--- config.mk ---
export PLATFORM = sky130hd
export DESIGN_NAME = cdrom_toc_reply_builder_unit
export DESIGN_NICKNAME = d
export VERILOG_FILES = /design/src/rtl/cdtoc_pkg.sv /design/src/rtl/cdrom_toc_reply_builder_unit.sv
export VERILOG_INCLUDE_DIRS = /design/src /design/src/rtl
export SDC_FILE = /design/constraint.sdc
export NUM_CORES = 2
export LEC_CHECK = 0
export ABC_AREA = 0
export BUFFER_PORTS_ARGS = -buffer_cell sky130_fd_sc_hd__buf_2
export CAP_MARGIN = 10
export CORE_ASPECT_RATIO = 0.9
export CORE_MARGIN = 4
export CORE_UTILIZATION = 60
export CTS_CLUSTER_SIZE = 8
export DETAILED_ROUTE_END_ITERATION = 6
export MAX_ROUTING_LAYER = met4
export PLACE_DENSITY = 0.84
export REMOVE_ABC_BUFFERS = 1
export SLEW_MARGIN = 40
export SYNTH_ARGS = -nofsm -noshare
export SYNTH_HDL_FRONTEND = slang
export SYNTH_SLANG_ARGS = --single-unit
--- constraint.sdc ---
create_clock -name clk -period 7.1 [get_ports clk]
set_input_delay 0 -clock clk [delete_from_list [all_inputs] [get_ports clk]]
set_output_delay 0 -clock clk [all_outputs]
set_load 0.05 [all_outputs]
--- src/rtl/cdrom_toc_reply_builder_unit_defines.svh ---
// assertion macros for the toc reply builder
`ifndef CDROM_TOC_REPLY_BUILDER_UNIT_DEFINES_SVH
`define CDROM_TOC_REPLY_BUILDER_UNIT_DEFINES_SVH

// checked on every edge outside reset
`define TOC_ASSERT(name, prop, msg) \
  name: assert property (@(posedge clk) disable iff (rst) prop) else $error(msg);

// checked on every edge, reset included
`define TOC_ASSERT_ALWAYS(name, prop, msg) \
  name: assert property (@(posedge clk) prop) else $error(msg);

`endif

--- src/rtl/cdtoc_pkg.sv ---
package cdtoc_pkg;

  // reply shapes, picked when a request is taken
  typedef enum logic [2:0] {
    KIND_TRK,
    KIND_LEADOUT,
    KIND_SESSION,
    KIND_RAW,
    KIND_REJECT
  } toc_kind_t;

  // capacity to msf conversion sequencer
  typedef enum logic [1:0] {
    ST_IDLE,
    ST_MUL75,
    ST_MUL60,
    ST_SPLIT
  } div_state_t;

  localparam logic [7:0] FMT_TRACKS  = 8'd0;
  localparam logic [7:0] FMT_SESSION = 8'd1;
  localparam logic [7:0] FMT_RAW     = 8'd2;

  localparam logic [7:0] TRK_LEADOUT = 8'haa;
  localparam logic [7:0] ADR_CTL     = 8'h14;
  localparam logic [7:0] ADR_CTL_LO  = 8'h16;
  localparam logic [7:0] POINT_A0    = 8'ha0;

  localparam logic [31:0] MSF_OFFSET     = 32'd150;
  localparam logic [7:0]  FRAMES_PER_SEC = 8'd75;
  localparam logic [7:0]  SECS_PER_MIN   = 8'd60;

  // reciprocals, exact for any 32-bit dividend: x / 75 = (x * RECIP_75) >> 38,
  // x / 60 = (x * RECIP_60) >> 37
  localparam logic [31:0] RECIP_75 = 32'd3665038760;
  localparam logic [31:0] RECIP_60 = 32'd2290649225;

  // index of the final byte of each reply
  localparam logic [5:0] FINAL_TRK     = 6'd19;
  localparam logic [5:0] FINAL_LEADOUT = 6'd11;
  localparam logic [5:0] FINAL_SESSION = 6'd11;
  localparam logic [5:0] FINAL_RAW     = 6'd47;
  localparam logic [5:0] FINAL_REJECT  = 6'd0;

  // size of one raw toc entry
  localparam logic [5:0] RAW_ENTRY = 6'd11;

  // one byte of an address field, lba big-endian or 0/min/sec/frame
  function automatic logic [7:0] addr_byte(logic [1:0] k, logic as_msf, logic [31:0] cap,
                                           logic [7:0] mins, logic [5:0] secs,
                                           logic [6:0] frms);
    logic [7:0] b;
    b = '0;
    if (as_msf) begin
      case (k)
        2'd0: b = 8'd0;
        2'd1: b = mins;
        2'd2: b = {2'b00, secs};
        2'd3: b = {1'b0, frms};
        default: b = 8'd0;
      endcase
    end else begin
      case (k)
        2'd0: b = cap[31:24];
        2'd1: b = cap[23:16];
        2'd2: b = cap[15:8];
        2'd3: b = cap[7:0];
        default: b = 8'd0;
      endcase
    end
    return b;
  endfunction

  // reply byte at position idx
  function automatic logic [7:0] toc_byte(toc_kind_t kind, logic as_msf, logic [5:0] idx,
                                          logic [5:0] final_idx, logic [31:0] cap,
                                          logic [7:0] mins, logic [5:0] secs,
                                          logic [6:0] frms);
    logic [5:0] r;
    logic [1:0] e;
    logic [5:0] o;
    logic [7:0] b;
    b = '0;
    // raw entry number and offset within it
    r = idx - 6'd4;
    if (r < RAW_ENTRY) begin
      e = 2'd0;
      o = r;
    end else if (r < 6'(2 * RAW_ENTRY)) begin
      e = 2'd1;
      o = r - RAW_ENTRY;
    end else if (r < 6'(3 * RAW_ENTRY)) begin
      e = 2'd2;
      o = r - 6'(2 * RAW_ENTRY);
    end else begin
      e = 2'd3;
      o = r - 6'(3 * RAW_ENTRY);
    end
    if (kind == KIND_REJECT) begin
      b = 8'd0;
    end else if (idx == 6'd0) begin
      b = 8'd0;
    end else if (idx == 6'd1) begin
      b = {2'b00, final_idx - 6'd1};
    end else if (idx == 6'd2 || idx == 6'd3) begin
      b = 8'd1;
    end else begin
      case (kind)
        KIND_TRK: begin
          case (idx)
            6'd5:  b = ADR_CTL;
            6'd6:  b = 8'd1;
            6'd10: b = as_msf ? 8'd2 : 8'd0;
            6'd13: b = ADR_CTL_LO;
            6'd14: b = TRK_LEADOUT;
            6'd16, 6'd17, 6'd18, 6'd19:
              b = addr_byte(idx[1:0], as_msf, cap, mins, secs, frms);
            default: b = 8'd0;
          endcase
        end
        KIND_LEADOUT: begin
          case (idx)
            6'd5: b = ADR_CTL_LO;
            6'd6: b = TRK_LEADOUT;
            6'd8, 6'd9, 6'd10, 6'd11:
              b = addr_byte(idx[1:0], as_msf, cap, mins, secs, frms);
            default: b = 8'd0;
          endcase
        end
        KIND_RAW: begin
          case (o)
            6'd0: b = 8'd1;
            6'd1: b = ADR_CTL;
            6'd3: b = (e == 2'd3) ? 8'd1 : (POINT_A0 + {6'd0, e});
            6'd8: b = (e < 2'd2) ? 8'd1 : 8'd0;
            default: b = 8'd0;
          endcase
          // lead-out start in the third entry
          if (e == 2'd2 && o >= 6'd7) begin
            b = addr_byte(2'(o - 6'd7), as_msf, cap, mins, secs, frms);
          end
        end
        default: b = 8'd0;
      endcase
    end
    return b;
  endfunction

endpackage

--- src/rtl/cdrom_toc_reply_builder_unit.sv ---
// channel   dir  tdata (low bit up)                          side bits
// s_axis    in   mode[7:0] msf[8] start_track[16:9] pad      -
// m_axis    out  data_byte[7:0]                              tlast=last tuser=rejected
// cfg       in   cfg_wdata = capacity_blocks, written on cfg_we
//
// a reply has 20 or 12 bytes for format 0, 12 for format 1, 48 for format 2,
// one for a rejected request; the output register moves one byte a cycle while
// m_axis is ready, and the next request enters the cycle its last byte leaves
// the request register
// rst (synchronous) clears capacity to 0 and empties both registers
// a capacity write starts an msf conversion (reciprocal multiplies for
// /75 and /60 through one shared 32x32 multiplier); s_axis_tready is low
// during the write cycle and the ST_MUL75, ST_MUL60 and ST_SPLIT states after it
// a stalled m_axis holds the byte in the output register and the request in place
`include "cdrom_toc_reply_builder_unit_defines.svh"

module cdrom_toc_reply_builder_unit (
  input  logic        clk,
  input  logic        rst,
  input  logic        s_axis_tvalid,
  output logic        s_axis_tready,
  input  logic [23:0] s_axis_tdata,   // mode[7:0], msf[8], start_track[16:9], zero[23:17]
  output logic        m_axis_tvalid,
  input  logic        m_axis_tready,
  output logic [7:0]  m_axis_tdata,   // data_byte[7:0]
  output logic        m_axis_tlast,
  output logic        m_axis_tuser,   // rejected[0]
  input  logic        cfg_we,
  input  logic [31:0] cfg_wdata
);
  import cdtoc_pkg::*;

  // configuration and its msf form
  logic [31:0] capacity_blocks;
  logic [7:0]  msf_min;
  logic [5:0]  msf_sec;
  logic [6:0]  msf_frm;

  // reciprocal division: frame count, then seconds, through one multiplier
  div_state_t  div_state, div_state_next;
  logic [31:0] div_work;
  logic [63:0] div_prod;
  logic [63:0] div_mul;
  logic [31:0] mul_a;
  logic [31:0] mul_b;
  logic [25:0] div_q75;
  logic [19:0] div_q60;
  logic [6:0]  div_frm;
  logic [5:0]  div_sec;
  logic        div_busy;

  // request register
  logic        req_valid;
  toc_kind_t   req_kind;
  logic        req_msf;
  logic [5:0]  req_cnt;
  logic [5:0]  req_final;

  // output register
  logic        out_valid;
  logic [7:0]  out_data;
  logic        out_last;
  logic        out_rej;

  // input beat decode
  logic [7:0]  in_mode;
  logic        in_msf;
  logic [7:0]  in_trk;
  toc_kind_t   kind_next;
  logic [5:0]  final_next;

  logic        in_acc;
  logic        adv;
  logic        req_done;

  assign in_mode = s_axis_tdata[7:0];
  assign in_msf  = s_axis_tdata[8];
  assign in_trk  = s_axis_tdata[16:9];

  // ---------------- msf conversion ----------------
  always_comb begin
    div_state_next = div_state;
    case (div_state)
      ST_IDLE:  div_state_next = ST_IDLE;
      ST_MUL75: div_state_next = ST_MUL60;
      ST_MUL60: div_state_next = ST_SPLIT;
      ST_SPLIT: div_state_next = ST_IDLE;
      default:  div_state_next = ST_IDLE;
    endcase
    // a new write restarts the conversion
    if (cfg_we) div_state_next = ST_MUL75;
  end

  always_comb begin
    div_busy = 1'b0;
    mul_a    = div_work;
    mul_b    = RECIP_75;
    case (div_state)
      ST_IDLE:  div_busy = 1'b0;
      ST_MUL75: begin
        div_busy = 1'b1;
        mul_a    = div_work;
        mul_b    = RECIP_75;
      end
      ST_MUL60: begin
        div_busy = 1'b1;
        mul_a    = {6'd0, div_q75};
        mul_b    = RECIP_60;
      end
      ST_SPLIT: div_busy = 1'b1;
      default:  div_busy = 1'b0;
    endcase
  end

  // quotients from the registered product, remainders by subtraction
  assign div_mul = {32'd0, mul_a} * {32'd0, mul_b};
  assign div_q75 = div_prod[63:38];
  assign div_q60 = div_prod[56:37];
  assign div_frm = 7'(div_work - ({6'd0, div_q75} * 32'(FRAMES_PER_SEC)));
  assign div_sec = 6'(div_work - ({12'd0, div_q60} * 32'(SECS_PER_MIN)));

  always_ff @(posedge clk) begin
    if (rst) begin
      div_state       <= ST_IDLE;
      capacity_blocks <= '0;
      // msf of block 0 plus offset: 0:02:00
      msf_min         <= 8'd0;
      msf_sec         <= 6'd2;
      msf_frm         <= 7'd0;
    end else begin
      div_state <= div_state_next;
      if (cfg_we) begin
        capacity_blocks <= cfg_wdata;
      end else if (div_state == ST_MUL60) begin
        msf_frm <= div_frm;
      end else if (div_state == ST_SPLIT) begin
        msf_sec <= div_sec;
        msf_min <= div_q60[7:0];
      end
    end
  end

  always_ff @(posedge clk) begin
    if (cfg_we) begin
      div_work <= cfg_wdata + MSF_OFFSET;
    end else if (div_state == ST_MUL60) begin
      // whole seconds, divided by 60 next
      div_work <= {6'd0, div_q75};
    end
    if (div_busy) begin
      div_prod <= div_mul;
    end
  end

  // ---------------- request decode ----------------
  always_comb begin
    kind_next  = KIND_REJECT;
    final_next = FINAL_REJECT;
    if (in_mode == FMT_TRACKS) begin
      if (in_trk <= 8'd1) begin
        kind_next  = KIND_TRK;
        final_next = FINAL_TRK;
      end else if (in_trk == TRK_LEADOUT) begin
        kind_next  = KIND_LEADOUT;
        final_next = FINAL_LEADOUT;
      end
    end else if (in_mode == FMT_SESSION) begin
      kind_next  = KIND_SESSION;
      final_next = FINAL_SESSION;
    end else if (in_mode == FMT_RAW) begin
      kind_next  = KIND_RAW;
      final_next = FINAL_RAW;
    end
  end

  // ---------------- byte stream ----------------
  // a byte moves from the request register into the output register whenever
  // the output register is empty or being drained this cycle
  assign adv      = req_valid && (!out_valid || m_axis_tready);
  assign req_done = adv && (req_cnt == req_final);
  assign s_axis_tready = !div_busy && !cfg_we && (!req_valid || req_done);
  assign in_acc   = s_axis_tvalid && s_axis_tready;

  always_ff @(posedge clk) begin
    if (rst) begin
      req_valid <= 1'b0;
      out_valid <= 1'b0;
    end else begin
      if (in_acc) begin
        req_valid <= 1'b1;
      end else if (req_done) begin
        req_valid <= 1'b0;
      end
      if (adv) begin
        out_valid <= 1'b1;
      end else if (m_axis_tready) begin
        out_valid <= 1'b0;
      end
    end
  end

  always_ff @(posedge clk) begin
    if (in_acc) begin
      req_kind  <= kind_next;
      req_msf   <= in_msf;
      req_final <= final_next;
      req_cnt   <= '0;
    end else if (adv) begin
      req_cnt <= req_cnt + 6'd1;
    end
    if (adv) begin
      out_data <= toc_byte(req_kind, req_msf, req_cnt, req_final, capacity_blocks,
                           msf_min, msf_sec, msf_frm);
      out_last <= (req_cnt == req_final);
      out_rej  <= (req_kind == KIND_REJECT);
    end
  end

  assign m_axis_tvalid = out_valid;
  assign m_axis_tdata  = out_data;
  assign m_axis_tlast  = out_last;
  assign m_axis_tuser  = out_rej;

  // ---------------- checks ----------------
  `TOC_ASSERT(a_accept_conv_done, (in_acc |-> (div_state == ST_IDLE)), "request taken during msf conversion")
  `TOC_ASSERT(a_cnt_in_range, (req_valid |-> (req_cnt <= req_final)), "byte counter ran past reply end")
  `TOC_ASSERT(a_reject_single, ((m_axis_tvalid && m_axis_tuser) |-> m_axis_tlast), "rejected beat not last")
  `TOC_ASSERT_ALWAYS(a_reset_empty, (rst |=> (!out_valid && !req_valid)), "registers not empty after reset")

endmodule
---- Word level (Yosys, flattened, before mapping) ----
Cells that the tools add are included.
W data, S select, Z words.
cells by class
  $add $sub $neg .......................... 11
  $mul .................................... 3
  div/mod/pow operators ................... 0
  magnitude comparators ................... 6
  equality and inequality tests ........... 36
  shift-type cells ........................ 0
  mux-type cells .......................... 44
  bitwise operators ....................... 2
  reductions and logical operators ........ 31
operators with widths
  kind                     number
  $pmux W8 S4              5
  $mul A32 B32 Y64         1
  $mux W32                 2
  $mux W6                  9
  $pmux W8 S3              2
  $pmux W8 S6              1
  $eq A6 B4 Y1 const B     7
  $add A32 B8 Y32 const B  1
  $mux W8                  4
  $mux W31                 1
  $mul A26 B7 Y7 const B   1
  $eq A6 B5 Y1 const B     4
  $mul A20 B4 Y4 const B   1
  $eq A6 B2 Y1 const B     3
  $eq A2 B2 Y1 const B     8
  $mux W3                  5
  $eq A6 B1 Y1 const B     2
  $eq A6 B3 Y1 const B     2
  $logic_not A6 Y1         2
  $reduce_or A4 Y1         3
  $add A8 B2 Y8 const A    1
  $eq A8 B1 Y1 const B     1
  $eq A8 B2 Y1 const B     1
  $eq A8 B8 Y1 const B     1
  other kinds (38)         65
storage, ports and cells
  bits in registers ....................... 179
  latch bits .............................. 0
  bits in writable memories ............... 0
  ROM bits ................................ 0
  input port bits ......................... 61
  memories kept ........................... 0

---- Logic depth before layout (Yosys ltp) ----
  word-level depth ........................ 14
  gate-level depth with buffers ........... 32
  mapped depth without buffers ............ 31

---- Least setup slack after synthesis ----
Ideal clock, no wire load.
  path kind ............................... register -> register
  start point ............................. reg div_state[0]
  end point ............................... reg div_prod[58], data pin
  library setup time ...................... 0.266 ns
  arrival time ............................ 7.452 ns
  required time ........................... 6.834 ns
  path slack .............................. -0.618 ns
  cell stages (with the launch flop) ...... 29
  path buffers ............................ 1
  clock period less this slack ............ 7.718 ns
  cell sequence ........................... dfxtp_1 inv_1 ha_1 clkbuf_1 nand2b_1 inv_1 or2_2 ha_1 fa_1 fa_1 inv_1 fa_1 inv_1 fa_1 fa_1 fa_1 inv_1 fa_1 inv_1 ha_1 a21o_1 o21bai_1 a311oi_1 nand2_1 a21oi_1 a2111o_1 nor3b_1 o221ai_1 xor2_1
between the ends
  cells in the longest elaborated chain, start to end .. 3
  elaborated cells between the ends (all ways) .. 4
  classes of those cells .................. 1 x mul; 1 x eq/ne; 2 x mux
ends and longest elaborated chain
  element                               line                                 source
  start, declared                       cdrom_toc_reply_builder_unit.sv:40   div_state_t div_state, div_state_next;
  start signal, assigned                cdrom_toc_reply_builder_unit.sv:131  div_state <= div_state_next;
  $eq A2 B2 Y1 *                        cdrom_toc_reply_builder_unit.sv:98   case (div_state)
  $mux W32 or $mux W31 (tied branches)  -
  $mul A32 B32 Y64 *                    cdrom_toc_reply_builder_unit.sv:116  assign div_mul = {32'd0, mul_a} * {32'd0, mul_b};
  via div_mul[58]                       cdrom_toc_reply_builder_unit.sv:43   logic [63:0] div_mul;
  end signal, assigned                  cdrom_toc_reply_builder_unit.sv:151  div_prod <= div_mul;
  end, declared                         cdrom_toc_reply_builder_unit.sv:42   logic [63:0] div_prod;
The timed path passes the listed nets; every way through them passes the cells marked *.
A chain may end at the register's enable or synchronous reset.

---- Final worst setup path ----
  start point ............................. reg div_state[0]
  end point ............................... reg div_prod[54], data pin
The elaborated chain is that of the path after synthesis.

==> key figures <==
GRT
  – Global-route wire length before repair: between 100000 and 150000 um
  – Global route overflow: 0
  – Vias in the first global route: approximately 25000
  – Pin count of the biggest net entering global routing: 72
  – Number of antenna violations at the first check in global routing: 4
  – Overall global routing resource usage: 0.368

Detailed routing
  – Total detailed-routing wirelength: 93600 um
  – Residual DRC: 3
  – Initial DRT Pass Iterations: 7
  – DR iter-0 viols: about 2900
  – Post-detailed-route wirelength per cell: ~23 um
  – Post-DR vias/cell: 5.85
  – ANT nets after route: 0
  – Total via count after detailed routing: ~24000

Timing
  – Final number of setup-violating endpoints: 27
  – Max Transition Viols Final: 0
  – Min Tclk post-route: ~8 ns
  – Clock Skews: ~0.014 ns
  – Transition time of the tightest slew-check pin: approximately 0.85 ns
  – RSZ-0062 raised after global routing: true
  – Max-slew headroom: 0.434
  – Part of the cycle the worst path needs: 1.10
  – Worst setup slack after layout: -0.721 ns
  – Number of failing hold endpoints at the final stage: 0
  – Fmax: 0.128 GHz

Cells and area
  – Final cell count without fillers: roughly 4100
  – Number of inserted filler cells in the final layout: between 2000 and 3000
  – Number of nets at the end of the flow: roughly 4400
  – Layout cells sized above 1: 0.191
  – Total area of multi-input combinational cells: 0.0232 mm^2
  – Sequential cell area: around 0.0033 mm^2
  – Area Growth Syn to Fin: 21.2%

Synth
  – Post-synth ARST share: 0
  – Portion of the post-synthesis area used by sequential elements: 0.115
  – Unique cell type count in the Yosys netlist: 87
  – Flop and latch count out of synthesis: 140
  – Average size of a mapped cell: approximately 9.6 um^2
  – EDFF count, synth: 45
  – Total number of yosys warnings: 0
  – Netlist area before placement: 0.0282 mm^2
  – Count of mapped cells out of synthesis: approximately 3000
  – Dominant synthesized flop cell: sky130_fd_sc_hd__dfxtp_1

Worst setup path
  – Worst Path Max Fanout: 9
  – Crit. End Element: flip-flop
  – Critical Path Start Type: flip-flop
  – FF-to-FF setup slack: -0.72 ns
  – Worst path required time: 7.30 ns
  – Worst r2r dst: div_prod[54]$_DFFE_PP_
  – Critical Path AT: roughly 8.0 ns
  – Worst Reg2Reg Path Length in Cells: 26
  – Startpoint of the lowest-slack register-to-register path: div_state[0]$_SDFF_PP0_
  – Path type of the worst setup path: reg2reg

Place
  – Gp weighted congestion: between 1 and 1.5
  – Input/output buffers: 65
  – Post-placement cell count: around 4000
  – Setup slack at placement: -1.24 ns
  – Half-perimeter wire length of the detailed placement result: 73300 um

Hold path
  – Endpoint with the worst hold slack: capacity_blocks[0]$_SDFFE_PP0P_
  – Hold Path Cell Cnt: 2
  – Launch instance of the worst min-delay path: rst
  – Worst min-delay path class: in2reg

Die
  – Die width: around 240 um
  – Rows: 75
  – Initial Util: 0.607
  – I/O pin count: 73
  – CORE AREA: around 0.047 mm^2
  – Chip Height: around 210 um
  – Floorplan die area: roughly 0.051 mm^2

Run status
  – Outcome: complete, but fails checks
  – Violations in the final reports: design-rule violations, negative setup slack

Clocking
  – Clk_lat worst skew: 0.46 ns
  – Clock net sink count: between 100 and 150
  – Clock tree from TritonCTS: yes
  – Clock buffer depth: 2
  – Cell at the root of the clock tree: sky130_fd_sc_hd__clkbuf_16
  – Number of clock buffers inserted by TritonCTS: 17
  – Clock slew at reported path FFs: 0.07 ns
  – H-tree lvl count: 4

Flow run
  – Max Cap Viol: 0
## cells by family (layout without fill, tap and decap cells)
logic type	count (synthesis)	in the layout	share of synthesized area
AO/OA/AOI/OAI	358	358	0.0842
XOR/XNOR	107	107	0.0346
adder cells (fa/ha/maj)	936	936	0.543
buffers and inverters	792	1236	0.107
flip-flops	140	140	0.115
multiplexers	53	53	0.0228
other	2	78	0.000266
AND/OR/NAND/NOR	560	560	0.0929
## routing by layer
layer | part of all wire | up-vias | global-route usage | wire [um]
met3 | 0.11 | 484 | 0.0981 | 10700
met5 | 0 | - | - | 0
met2 | 0.46 | 1628 | 0.578 | 42700
li1 | - | 10300 | - | -
met1 | 0.36 | 11500 | 0.455 | 34000
met4 | 0.066 | 0 | 0.156 | 6190
## how the worst max path moves through the flow
stage,start,to,slack (ns),cells past startpoint
2_1_floorplan,div_state[0]$_SDFF_PP0_,div_prod[58]$_DFFE_PP_,-1.64,26
3_3_place_gp,div_state[0]$_SDFF_PP0_,div_prod[58]$_DFFE_PP_,-1.01,31
3_5_place_dp,div_state[0]$_SDFF_PP0_,div_prod[58]$_DFFE_PP_,-1.24,31
4_1_cts,div_state[0]$_SDFF_PP0_,div_prod[55]$_DFFE_PP_,-0.68,27
5_1_grt,div_state[0]$_SDFF_PP0_,div_prod[63]$_DFFE_PP_,-0.89,31
6_report,div_state[0]$_SDFF_PP0_,div_prod[54]$_DFFE_PP_,-0.72,26
## worst max-delay path: stages, from the launching register on
cell	delay, ns
sky130_fd_sc_hd__dfxtp_2	0.34
sky130_fd_sc_hd__inv_2	0.06
sky130_fd_sc_hd__ha_4	0.17
sky130_fd_sc_hd__buf_12	0.15
sky130_fd_sc_hd__buf_8	0.13
sky130_fd_sc_hd__nand2b_4	0.16
sky130_fd_sc_hd__buf_4	0.15
sky130_fd_sc_hd__fa_2	0.57
sky130_fd_sc_hd__fa_1	0.43
sky130_fd_sc_hd__inv_1	0.10
sky130_fd_sc_hd__fa_1	0.45
sky130_fd_sc_hd__fa_1	0.54
sky130_fd_sc_hd__fa_1	0.56
sky130_fd_sc_hd__fa_1	0.44
sky130_fd_sc_hd__fa_1	0.49
sky130_fd_sc_hd__inv_1	0.05
sky130_fd_sc_hd__fa_1	0.49
sky130_fd_sc_hd__inv_1	0.07
sky130_fd_sc_hd__ha_1	0.35
sky130_fd_sc_hd__nand4_1	0.17
sky130_fd_sc_hd__or3_4	0.44
sky130_fd_sc_hd__nor2_4	0.11
sky130_fd_sc_hd__o21ai_4	0.08
sky130_fd_sc_hd__a2111o_1	0.55
sky130_fd_sc_hd__nor3b_4	0.23
sky130_fd_sc_hd__buf_4	0.16
sky130_fd_sc_hd__xnor2_1	0.11
## cell usage after synthesis, types with 3 or more instances
cell type	instances	area [um^2]
sky130_fd_sc_hd__ha_1	451	5640
sky130_fd_sc_hd__o21a_1	7	52.6
sky130_fd_sc_hd__xor2_1	46	403
sky130_fd_sc_hd__o22ai_1	6	37.5
sky130_fd_sc_hd__nor2_1	182	683
sky130_fd_sc_hd__dfxtp_1	95	1900
sky130_fd_sc_hd__o21ai_0	52	260
sky130_fd_sc_hd__nor2b_1	25	156
sky130_fd_sc_hd__fa_1	485	9710
sky130_fd_sc_hd__nor3_1	16	80.1
sky130_fd_sc_hd__clkbuf_1	43	161
sky130_fd_sc_hd__or3_1	5	31.3
sky130_fd_sc_hd__and2_1	19	119
sky130_fd_sc_hd__xnor2_1	57	499
sky130_fd_sc_hd__nor4_1	7	43.8
sky130_fd_sc_hd__a311oi_1	3	26.3
sky130_fd_sc_hd__nand3_1	29	145
sky130_fd_sc_hd__mux2i_1	44	440
sky130_fd_sc_hd__a31oi_1	7	43.8
sky130_fd_sc_hd__or2_2	9	56.3
sky130_fd_sc_hd__nor3b_1	6	45.0
sky130_fd_sc_hd__o2111ai_1	4	35.0
sky130_fd_sc_hd__nand2_1	168	631
sky130_fd_sc_hd__inv_1	731	2740
sky130_fd_sc_hd__a211oi_1	11	82.6
sky130_fd_sc_hd__a21oi_1	131	656
sky130_fd_sc_hd__o211ai_1	12	90.1
sky130_fd_sc_hd__o211a_1	5	50.1
sky130_fd_sc_hd__a222oi_1	14	140
sky130_fd_sc_hd__edfxtp_1	45	1350
sky130_fd_sc_hd__a21boi_0	3	22.5
sky130_fd_sc_hd__mux4_1	6	158
sky130_fd_sc_hd__and3_1	14	87.6
sky130_fd_sc_hd__o21ai_1	4	20.0
sky130_fd_sc_hd__o21bai_1	11	82.6
sky130_fd_sc_hd__a211o_1	4	35.0
sky130_fd_sc_hd__nand2b_1	41	257
sky130_fd_sc_hd__buf_1	10	37.5
sky130_fd_sc_hd__o221ai_1	5	43.8
sky130_fd_sc_hd__buf_6	4	45.0
sky130_fd_sc_hd__a21o_1	44	330
sky130_fd_sc_hd__buf_2	3	15.0
sky130_fd_sc_hd__nand4_1	25	156
## layout make-up
cell class,instances,share of cell area
Clock buffer,19,0.0133
Clock inverter,13,0.00431
Tap cell,616,0.0225
Inverter,731,0.0803
Antenna cell,4,0.000292
Multi-Input combinational cell,2088,0.677
Timing Repair Buffer,473,0.107
Sequential cell,140,0.0951
## flip-flops by register name, indices dropped and copies added (netlist names), 2 cells and up
name             cells
div_state            2
msf_min              8
div_prod            27
req_kind             3
msf_frm              7
capacity_blocks     32
msf_sec              6
div_work            32
req_final            4
m_axis_tdata         8
req_cnt              6
## through the flow
stage | setup TNS, ns | instance area [um^2] | hold WS (ns) | utilization
finish | -13.75 | 34200 | 0.0355 | 0.736
global route | -18.47 | 34200 | 0.0572 | 0.736
CTS | -12.58 | 33400 | 0.00872 | 0.718
detailed placement | -22.72 | 31900 | 0.181 | 0.685
global placement | -19.52 | 31900 | 0.177 | 0.685
floorplan | -36.38 | 28300 | 0.0691 | -
## layout by cell type, fill, tap and decap left out, types with 21 or more instances in the layout
cell type / n
sky130_fd_sc_hd__inv_1: 712
sky130_fd_sc_hd__fa_1: 464
sky130_fd_sc_hd__ha_1: 421
sky130_fd_sc_hd__buf_4: 343
sky130_fd_sc_hd__nor2_1: 179
sky130_fd_sc_hd__nand2_1: 156
sky130_fd_sc_hd__a21oi_1: 113
sky130_fd_sc_hd__dfxtp_1: 93
sky130_fd_sc_hd__conb_1: 74
sky130_fd_sc_hd__buf_2: 63
sky130_fd_sc_hd__xnor2_1: 54
sky130_fd_sc_hd__xor2_1: 46
sky130_fd_sc_hd__edfxtp_1: 45
sky130_fd_sc_hd__a21o_1: 44
sky130_fd_sc_hd__mux2i_1: 44
sky130_fd_sc_hd__dlygate4sd3_1: 43
sky130_fd_sc_hd__o21ai_0: 40
sky130_fd_sc_hd__nand2b_1: 29
sky130_fd_sc_hd__ha_4: 27
sky130_fd_sc_hd__nand3_1: 26
sky130_fd_sc_hd__nand4_1: 25
sky130_fd_sc_hd__nor2b_1: 21
sky130_fd_sc_hd__fa_2: 21
## repair_timing
action,4_1_cts,5_1_grt
setup buffers,15,13
gates cloned,0,1
setup endpoints to repair,27,27
endpoints found under the hold margin,69,0
pin swaps,50,87
hold buffers,43,0
resized for setup,83,149
Power is left out: the tool's default activity adds up to more than one toggle a clock period on the data nets, which glitch-free logic cannot reach.
